File: config.mk
export PLATFORM = sky130hd
export DESIGN_NAME = pwp_ctrl
export DESIGN_NICKNAME = d
export VERILOG_FILES = /design/src/rtl/core/pwp_pkg.sv /design/src/rtl/core/pwp_ctrl.sv
export SDC_FILE = /design/constraint.sdc
export NUM_CORES = 1
export LEC_CHECK = 0
export CAP_MARGIN = 20
export CORE_AREA = 2 2 39 41
export CTS_CLUSTER_DIAMETER = 40
export DETAILED_ROUTE_END_ITERATION = 7
export DIE_AREA = 0 0 41 43
export DONT_BUFFER_PORTS = 1
export HOLD_SLACK_MARGIN = 0.02
export PLACE_DENSITY = 0.3
export SYNTH_ARGS = -nofsm -noshare
export SYNTH_HDL_FRONTEND = slang
export SYNTH_SLANG_ARGS = --single-unit
File: constraint.sdc
create_clock -name aclk -period 1.6 [get_ports aclk]
set_input_delay 0.16 -clock aclk [delete_from_list [all_inputs] [get_ports aclk]]
set_output_delay 0.16 -clock aclk [all_outputs]
set_load 0.02 [all_outputs]
File: src/rtl/core/pwp_pkg.sv
// Shared types and constants for the window pooling block.
`default_nettype none

package pwp_pkg;

    // Default sizing of the top level.
    localparam int DEF_MAX_CHANNELS = 64;
    localparam int DEF_MAX_WIDTH    = 64;
    localparam int DEF_MAX_HEIGHT   = 64;
    localparam int DEF_MAX_WINDOW   = 8;

    // Sample / result word.
    localparam int DATA_W = 16;

    // Configuration port.
    localparam int CFG_W      = 7;
    localparam int CFG_IDX_W  = 3;
    localparam int DIM_W      = 7;
    localparam int WIN_W      = 4;
    localparam int MODE_W     = 2;

    localparam logic [CFG_IDX_W-1:0] REG_CHANNELS = 3'd0;
    localparam logic [CFG_IDX_W-1:0] REG_HEIGHT   = 3'd1;
    localparam logic [CFG_IDX_W-1:0] REG_WIDTH    = 3'd2;
    localparam logic [CFG_IDX_W-1:0] REG_WIN_X    = 3'd3;
    localparam logic [CFG_IDX_W-1:0] REG_WIN_Y    = 3'd4;
    localparam logic [CFG_IDX_W-1:0] REG_MODE     = 3'd5;

    localparam logic [DIM_W-1:0]  RST_CHANNELS = 7'd1;
    localparam logic [DIM_W-1:0]  RST_HEIGHT   = 7'd28;
    localparam logic [DIM_W-1:0]  RST_WIDTH    = 7'd28;
    localparam logic [WIN_W-1:0]  RST_WIN      = 4'd2;

    localparam logic [MODE_W-1:0] MODE_MEAN = 2'd0;
    localparam logic [MODE_W-1:0] MODE_MIN  = 2'd1;
    localparam logic [MODE_W-1:0] MODE_MAX  = 2'd2;

    typedef enum logic [1:0] {
        ST_IDLE,
        ST_FOLD,
        ST_DIV,
        ST_EMIT
    } pwp_state_t;

    // Controller to datapath.
    typedef struct packed {
        logic take;       // word accepted: latch sample, read store, step counters
        logic fold;       // combine with partial, write store
        logic div_start;  // launch divider on the folded sum
        logic load_out;   // move the result into the output register
    } pwp_cmd_t;

    // Datapath to controller.
    typedef struct packed {
        logic emit;       // folded word completes a window
        logic mean;       // mean mode selected
        logic div_done;   // divider finished
        logic out_free;   // output register can take a result
    } pwp_sts_t;

endpackage

`default_nettype wire

File: src/rtl/core/pwp_ctrl.sv
// Controller: sequences take, fold, divide and emit for one word at a time.
`default_nettype none

module pwp_ctrl (
    input  wire                     aclk,
    input  wire                     aresetn,
    input  wire                     s_valid,
    output logic                    s_ready,
    input  wire pwp_pkg::pwp_sts_t  sts,
    output pwp_pkg::pwp_cmd_t       cmd
);
    import pwp_pkg::*;

    pwp_state_t state_reg, state_next;

    always_comb begin
        state_next = state_reg;
        case (state_reg)
            ST_IDLE: begin
                if (s_valid) state_next = ST_FOLD;
            end
            ST_FOLD: begin
                if (!sts.emit)     state_next = ST_IDLE;
                else if (sts.mean) state_next = ST_DIV;
                else               state_next = ST_EMIT;
            end
            ST_DIV: begin
                if (sts.div_done) state_next = ST_EMIT;
            end
            ST_EMIT: begin
                if (sts.out_free) state_next = ST_IDLE;
            end
            default: state_next = ST_IDLE;
        endcase
    end

    always_comb begin
        s_ready = 1'b0;
        cmd     = '0;
        case (state_reg)
            ST_IDLE: begin
                s_ready  = 1'b1;
                cmd.take = s_valid;
            end
            ST_FOLD: begin
                cmd.fold      = 1'b1;
                cmd.div_start = sts.emit && sts.mean;
            end
            ST_DIV: ;
            ST_EMIT: begin
                cmd.load_out = sts.out_free;
            end
            default: ;
        endcase
    end

    always_ff @(posedge aclk) begin
        if (!aresetn) begin
            state_reg <= ST_IDLE;
        end else begin
            state_reg <= state_next;
        end
    end

endmodule

`default_nettype wire

Word level (Yosys, flattened, before mapping)
Index checks and enable logic that the tools add are counted.
W data, S select, Z words.
{"block": "classes", "n_eq_ne": 6, "n_mux": 10, "reduce_logical": 3}
{"cell": "$mux W2", "n": 5}
{"cell": "$pmux W2 S4", "n": 1}
{"cell": "$ne A2 B2 Y1 const B", "n": 3}
{"cell": "$eq A2 B2 Y1 const B", "n": 2}
{"cell": "$mux W1", "n": 4}
{"cell": "$reduce_and A3 Y1", "n": 1}
{"cell": "$eq A2 B1 Y1 const B", "n": 1}
{"cell": "$logic_not A2 Y1", "n": 1}
{"cell": "$logic_and A1 B1 Y1", "n": 1}
{"block": "word_totals", "regBits": 2, "in_bits": 7, "output_inout_bits": 5, "word_cells": 20}

Logic depth before layout (Yosys ltp)
Gate-level depths: netlist (run 1).
{"block": "depth", "ltp_word": 3, "mapped_depth": 3, "depth_no_buf": 3}

Worst setup path before layout (run 1)
OpenSTA, ideal clock, no wires.
{"block": "synth_path", "path_kind": "reg-to-output", "start": "register state_reg[0]", "end": "output cmd[1] in the netlist's numbering", "t_arrival_ns": 0.993, "t_required_ns": 1.440, "path_slack_ns": 0.447, "stages_incl_launch_ff": 3, "cell_sequence": "dfxtp_1 -> nor2b_2 -> and3_1"}
{"element": "start: declaration", "line_no": "pwp_ctrl.sv:14", "source": "pwp_state_t state_reg, state_next;"}
{"element": "start signal: assignment", "line_no": "pwp_ctrl.sv:61", "source": "state_reg <= state_next;"}
{"element": "end: declaration", "line_no": "pwp_ctrl.sv:10", "source": "output pwp_pkg::pwp_cmd_t cmd"}

==> flow_metrics.tcl, run 1 <==
set metrics [dict create \
    synth_area_per_cell_sq_um 8.05 \
    grt_max_degree 8 \
    grt_pass1_wl_um 524 \
    synth_cell_type_count 12 \
    yosysWarningCount 0 \
    grt_usage_pct 5.41 \
    status "finished clean" \
    p_seq_share_pct 28.3 \
    final-seq-area_sq_um 40.0 \
    p_int_mw 0.158 \
    route.detailed.drc 0 \
    die-area_sq_um 1760 \
    timing.setup.tns_ps 0 \
    syn_inst 16 \
    p_leak_nw 0.0744 \
    hold_class "input pin to flop" \
    rows 14 \
    setup_violations 0 \
    n_antenna_cell 0 \
    start_kind "flop" \
    cts_setup_buffers 0 \
    ys_ff_latch 2 \
    first_pass_iters 3 \
    pwr-share-comb_pct 20.8 \
    final_common_cell "clkbuf_4" \
    layout-drive-gt1-share_pct 33.3 \
    required_ps 1440 \
    area_growth_pct 44.7 \
    clk_path_buf_depth 2 \
    grt_pass1_vias 131 \
    core-area_sq_um 1380 \
    cts_tree "yes" \
    slew_violations 0 \
    holdWs_ps 69.7 \
    slew_headroom_pct 84.5 \
    min_path_cells 1 \
    multiInputGateArea_sq_um 88.8 \
    die_w_um 41 \
    fin_crit_sh_pct 81.1 \
    grt-ovfl-total 0 \
    post_cts_resized 0 \
    crit_type "flop to output pin" \
    ant_nets 0 \
    cts_buffers 3 \
    ff2ff_path_depth 3 \
    antenna_found_initial 0 \
    period_needed_ps 1300 \
    cts_hold_buf 0 \
    syn-cell-area_sq_um 129 \
    fmax_mhz 771 \
    p_per_area_nw_per_um2 1190 \
    synthesis.nets 23 \
    io_pins 12 \
    port_buffers 0 \
    switchingPower_mw 0.0639 \
    ir_drop_mv 0.128 \
    arrival_ps 1140 \
    critPathMaxFanout 6 \
    wl_per_cell_um 9.46 \
    cts.sinks 2 \
    seq_area_frac_synth_pct 31.1 \
    worst_pin_slew_ps 230 \
    skew_ps 4.48 \
    cts-root-buf "clkbuf_4" \
    cap_violations 0 \
    drtIter0Drc 4 \
    cp-end-kind "output pin" \
    clk_pin_slew_worst_paths_ps 30 \
    drt-total-wl_um 350 \
    pwr-share-clk_pct 50.9 \
    via_per_inst 3.46 \
    nets 30 \
    via_count 128 \
    rsz0062_at_grt "no" \
    fillers 165 \
    gp_congestion 0.549 \
    start_util_pct 9.31 \
    h-tree-depth 1 \
    die_h_um 43 \
    worstSkewPairLatency_ps 230 \
    switching_share_pct 28.8 \
    hold_violations 0 \
]
layer usage:
layer	vias to the layer above	GRT usage, %	wire [um]
met5	-	0	0
met4	0	8.00	0
met3	0	4.71	22
met2	6	6.88	212
met1	56	3.50	115
li1	66	-	-
final timing paths:
| check | slack [ps] | to | startpoint |
|---|---|---|---|
| worst max-delay path | 300 | cmd[1] | state_reg[0] |
| worst min-delay path | 70 | flop | aresetn |
| worst max register to register | 510 | state_reg[0] | flop |
| worst min register to register | 520 | state_reg[0] | state_reg[0] |
Yosys cell counts:
| cell | instances | share of area (%) |
|---|---|---|
| nand2_1 | 2 | 5.8 |
| and2_1 | 1 | 4.9 |
| mux2_1 | 1 | 8.7 |
| o21ai_0 | 1 | 3.9 |
| nor2_1 | 1 | 2.9 |
| nor2b_2 | 1 | 6.8 |
| a21oi_2 | 1 | 6.8 |
| a22oi_1 | 1 | 5.8 |
| o21ai_1 | 1 | 3.9 |
| nor2b_1 | 2 | 9.7 |
| dfxtp_1 | 2 | 31 |
| and3_1 | 2 | 9.7 |
power groups by stage:
stage | registers (mW) | clock network [mW] | logic (mW)
global placement | 0.0630 | 0 | 0.0473
detailed placement | 0.0634 | 0 | 0.0470
CTS | 0.0627 | 0.119 | 0.0470
global route | 0.0637 | 0.130 | 0.0520
finish | 0.0627 | 0.113 | 0.0463
floorplan | 0.0613 | 0 | 0.0347
cells by family (layout without fill, tap and decap cells):
group                  Yosys count  after routing  synth area share [%]
AOI/OAI and AO/OA                4              4                  20.4
buffers and inverters            0              5                     0
DFF                              2              2                  31.1
muxes                            1              1                  8.74
and+or+nand+nor                  9              9                  39.8
stage by stage:
step	power (mW)	setup slack (ps)	cells	instance area, sq um	utilization, %
after global routing	0.246	225	37	186	13.5
after CTS	0.229	288	37	186	13.5
after floorplan	0.0959	447	16	129	-
after detailed placement	0.110	511	34	164	11.8
after global placement	0.110	515	34	164	11.8
final	0.222	303	37	186	13.5
area by class of cell:
| type | count | area share [%] |
|---|---|---|
| clock buffers | 3 | 12.1 |
| multi-input cells | 14 | 47.7 |
| flip-flops and latches | 2 | 21.5 |
| well taps | 16 | 10.7 |
| repair buffers | 2 | 8.05 |
critical path: stages, from the launching register on:
cell and delay [ps]:
dfxtp_1 410, nor2b_2 210, and3_1 290
Power figures use the tool's default switching activity.
==> run 2, diff against run 1 <==
==> constraint.sdc (replaced) <==
create_clock -name aclk -period 1.15 [get_ports aclk]
set_input_delay 0.115 -clock aclk [delete_from_list [all_inputs] [get_ports aclk]]
set_output_delay 0.115 -clock aclk [all_outputs]
set_load 0.02 [all_outputs]
==> run 2 against run 1 <==
Against the previous run: setup slack got worse by 230 ps; routed wire length increased by 3.7%; largest power group unchanged; combinational power increased by 76%; global-route usage increased by 0.41 points.
==> flow_metrics.tcl, run 2 (synthesis gave the netlist of run 1 again) <==
set metrics [dict create \
    first_pass_iters 4 \
    grt_max_degree 8 \
    clk_path_buf_depth 2 \
    route.detailed.drc 0 \
    r2r_end "state_reg[0]" \
    fin_crit_sh_pct 93.3 \
    crit_buf_inv 0 \
    dp_cells 35 \
    start_kind "flop" \
    p_int_mw 0.232 \
    cts.sinks 2 \
    rows 14 \
    gp_congestion 0.551 \
    pre_cts_ws_ps 65.5 \
    arrival_ps 960 \
    cp-end-kind "output pin" \
    rsz0062_at_grt "no" \
    place_area_sq_um 171 \
    clk_pin_slew_worst_paths_ps 30 \
    rrSetupSlack_ps 110 \
    crit_type "flop to output pin" \
    holdWs_ps 48.8 \
    worst_path_largest_cell_delay_ps 340 \
    die_w_um 41 \
    wl_per_cell_um 9.31 \
    h-tree-depth 1 \
    hold_class "input pin to flop" \
    p_seq_share_pct 26.5 \
    final-seq-area_sq_um 41.3 \
    instances_no_fill 39 \
    setup_violations 0 \
    nets 32 \
    fillers 165 \
    p_per_area_nw_per_um2 1490 \
    hold_violations 0 \
    slew_headroom_pct 86.0 \
    grt_pass1_wl_um 552 \
    power_mw 0.322 \
    min_to "state_reg[0]" \
    pwr-share-clk_pct 48.2 \
    core-area_sq_um 1380 \
    path_cells "nor2b_4, and3_4" \
    crit_slowest_cell "dfxtp_1" \
    min_path_cells 2 \
    ff2ff_path_depth 3 \
    drt-total-wl_um 363 \
    status "finished clean" \
    ir_drop_mv 0.235 \
    n_antenna_cell 0 \
    worstSkewPairLatency_ps 220 \
    multiInputGateArea_sq_um 100 \
    via_per_inst 3.49 \
    period_needed_ps 1070 \
    cts_tree "yes" \
    holdCritStartpoint "aresetn" \
    switchingPower_mw 0.0895 \
    cap_violations 0 \
    p_leak_nw 0.0855 \
    crit_family "simple AND/OR/NAND/NOR gates" \
    io_pins 12 \
    grt_usage_pct 5.81 \
    die-area_sq_um 1760 \
    worst_pin_slew_ps 208 \
    timing.setup.tns_ps 0 \
    slew_violations 0 \
    critPathMaxFanout 3 \
    grt-ovfl-total 0 \
    required_ps 1030 \
    switching_share_pct 27.8 \
    pwr-share-comb_pct 25.3 \
    port_buffers 0 \
    cts-root-buf "clkbuf_4" \
    die_h_um 43 \
    finalInstanceArea_sq_um 216 \
    skew_ps 1.13 \
    final_core_util_pct 15.6 \
    ant_nets 0 \
    start_util_pct 9.31 \
    grt_pass1_vias 149 \
    antenna_found_initial 0 \
    via_count 136 \
    area_growth_pct 68.0 \
    drtIter0Drc 5 \
    fmax_mhz 932 \
    setup_slack_ps 77.3 \
    layout_common_cells "3 x clkbuf_4, 3 x buf_4, 2 x nand2_1, 2 x nor2b_1" \
    hpwl_um 276 \
    layout-drive-gt1-share_pct 47.8 \
    cts_buffers 3 \
]
-- run 2: per-layer routing --
layer / vias to the layer above / share of wire [%] / global-route usage [%]
met5: - / 0 / 0
met4: 0 / 0 / 12.0
met3: 0 / 5.5 / 1.57
met2: 4 / 65 / 7.50
met1: 62 / 29 / 4.15
li1: 70 / - / -
-- run 2: final cells by class --
type,count,area share (%)
Multi-Input combinational cell,14,46.2
Sequential cell,2,19.1
Timing Repair Buffer,4,15.0
Clock buffer,3,10.4
Tap cell,16,9.25
-- run 2: worst reg2reg max path: stages (launching register included) --
cell	delay, ps
dfxtp_2	390
mux2_1	350
o21ai_1	150
a21oi_2	40
-- run 2: repair_timing --
item | CTS | global route
setup buffers | 0 | 0
endpoints found under the setup margin | 1 | 3
hold buffers | 1 | 0
gates resized for setup | 1 | 4
cloned | 0 | 0
endpoints found under the hold margin | 1 | 0
-- run 2: how the worst max path moves through the flow --
stage                 startpoint      endpoint  slack (ps)  cells after the start
floorplan           state_reg[0]        cmd[1]          40                      2
global placement            flop  state_reg[0]          60                      3
detailed placement          flop  state_reg[0]          70                      3
CTS                         flop        cmd[1]          10                      2
global route        state_reg[0]        cmd[1]           8                      2
finish              state_reg[0]        cmd[1]          80                      2
-- run 2: power groups by stage --
stage               Combinational (mW)  Sequential (mW)  Clock (mW)
global route                    0.0887           0.0868       0.180
CTS                             0.0776           0.0834       0.167
global placement                0.0744           0.0845           0
floorplan                       0.0482           0.0852           0
detailed placement              0.0742           0.0842           0
finish                          0.0815           0.0852       0.155
==> run 3, diff against run 2 <==
==> constraint.sdc (replaced) <==
create_clock -name aclk -period 1.2 [get_ports aclk]
set_input_delay 0.12 -clock aclk [delete_from_list [all_inputs] [get_ports aclk]]
set_output_delay 0.12 -clock aclk [all_outputs]
set_load 0.02 [all_outputs]
==> run 3 against run 2 <==
Against the previous run: critical endpoint unchanged; first-iteration DRC count fell by 20%; die area is the same; largest cell class unchanged; register-to-register slack is essentially flat; routed wire length shrank 3.0%; highest routed layer unchanged; via count fell by 2.9%; clock skew increased by 1.5 ps.
==> flow_metrics.tcl, run 3 (synthesis gave the netlist of run 1 again) <==
set metrics [dict create \
    area_growth_pct 57.3 \
    grt_use_met1_pct 3.50 \
    switching_share_pct 28.3 \
    cts_setup_buffers 0 \
    cp-end-kind "output pin" \
    core-area_sq_um 1380 \
    clk_path_buf_depth 2 \
    h-tree-depth 1 \
    slew_headroom_pct 85.0 \
    met2_usage_pct 6.88 \
    final-seq-area_sq_um 41.3 \
    power_mw 0.300 \
    layout_common_cells "3 x clkbuf_4, 2 x nand2_1, 2 x nor2b_1, 2 x buf_4" \
    io_pins 12 \
    crit_type "flop to output pin" \
    skew_ps 2.60 \
    clk_pin_slew_worst_paths_ps 30 \
    wl_per_cell_um 9.26 \
    cts_buffers 3 \
    cts_tree "yes" \
    drt-total-wl_um 352 \
    dp_cells 34 \
    layout-drive-gt1-share_pct 40.9 \
    port_buffers 0 \
    grt_max_degree 8 \
    gp_congestion 0.549 \
    die-area_sq_um 1760 \
    die_h_um 43 \
    required_ps 1080 \
    timing.setup.tns_ps 0 \
    multiInputGateArea_sq_um 93.8 \
    fin_crit_sh_pct 94.4 \
    grt-ovfl-total 0 \
    ir_drop_mv 0.173 \
    pwr-share-comb_pct 21.9 \
    via_count 132 \
    hold_violations 0 \
    p_seq_share_pct 28.0 \
    start_util_pct 9.31 \
    pwr-share-clk_pct 50.1 \
    start_kind "flop" \
    holdWs_ps 47.1 \
    critPathMaxFanout 6 \
    instances_no_fill 38 \
    hold_class "input pin to flop" \
    grt_usage_pct 5.41 \
    status "finished clean" \
    drtIter0Drc 4 \
    antenna_found_initial 0 \
    cts.sinks 2 \
    period_needed_ps 1130 \
    via_per_inst 3.47 \
    fmax_mhz 883 \
    n_antenna_cell 0 \
    use_met3_pct 4.71 \
    p_int_mw 0.215 \
    ant_nets 0 \
    switchingPower_mw 0.0850 \
    worst_pin_slew_ps 222 \
    first_pass_iters 2 \
    gr-max-usage-layer "met4" \
    finalInstanceArea_sq_um 203 \
    final_common_cell "clkbuf_4" \
    fillers 166 \
    p_leak_nw 0.0771 \
    cap_violations 0 \
    route.detailed.drc 0 \
    grt_pass1_wl_um 524 \
    worstSkewPairLatency_ps 220 \
    place_area_sq_um 164 \
    grt_pass1_vias 131 \
    p_per_area_nw_per_um2 1480 \
    rows 14 \
    die_w_um 41 \
    slew_violations 0 \
    rsz0062_at_grt "no" \
    arrival_ps 1010 \
    cts-root-buf "clkbuf_4" \
    nets 31 \
    setup_violations 0 \
]
==> run 3: critical path, stage by stage, from the launching register on <==
cell	delay, ps
dfxtp_2	360
nor2b_2	190
and3_4	240
==> run 3: per-layer routing <==
layer,routed length (um),vias up,share of wire [%]
met5,0,-,0
li1,-,68,-
met2,221,6,63
met1,107,58,30
met3,22,0,6.3
met4,0,0,0
==> run 3: power groups by stage <==
stage	sequential, mW	clock (mW)	combinational [mW]
floorplan	0.0817	0	0.0462
finish	0.0841	0.150	0.0657
CTS	0.0845	0.159	0.0630
detailed placement	0.0845	0	0.0627
global placement	0.0840	0	0.0630
global route	0.0858	0.174	0.0736
==> run 3: final timing paths <==
check / start / to / slack [ps] / depth (start not counted)
setup reg to reg: flop / state_reg[0] / 120 / 3
setup / recovery: state_reg[0] / cmd[1] / 70 / 2
hold / removal: aresetn / state_reg[0] / 50 / 2
hold reg to reg: state_reg[0] / state_reg[0] / 470 / 1
==> run 3: through the flow <==
stage | worst slack (ps) | utilization, %
finish | 67.5 | 14.6
global route | 1.09 | 14.6
CTS | 32.4 | 13.7
detailed placement | 111 | 11.8
global placement | 115 | 11.8
floorplan | 87.3 | -
==> run 3: layout make-up <==
class                           count  area share (%)
Clock buffer                        3            11.1
Multi-Input combinational cell     14            46.3
Sequential cell                     2            20.4
Tap cell                           16            9.88
Timing Repair Buffer                3            12.3
==> run 3: repair_timing <==
item                                   CTS  global route
hold buffers                             0             1
endpoints found under the hold margin    0             1
setup endpoints to repair                1             1
resized for setup                        2             1
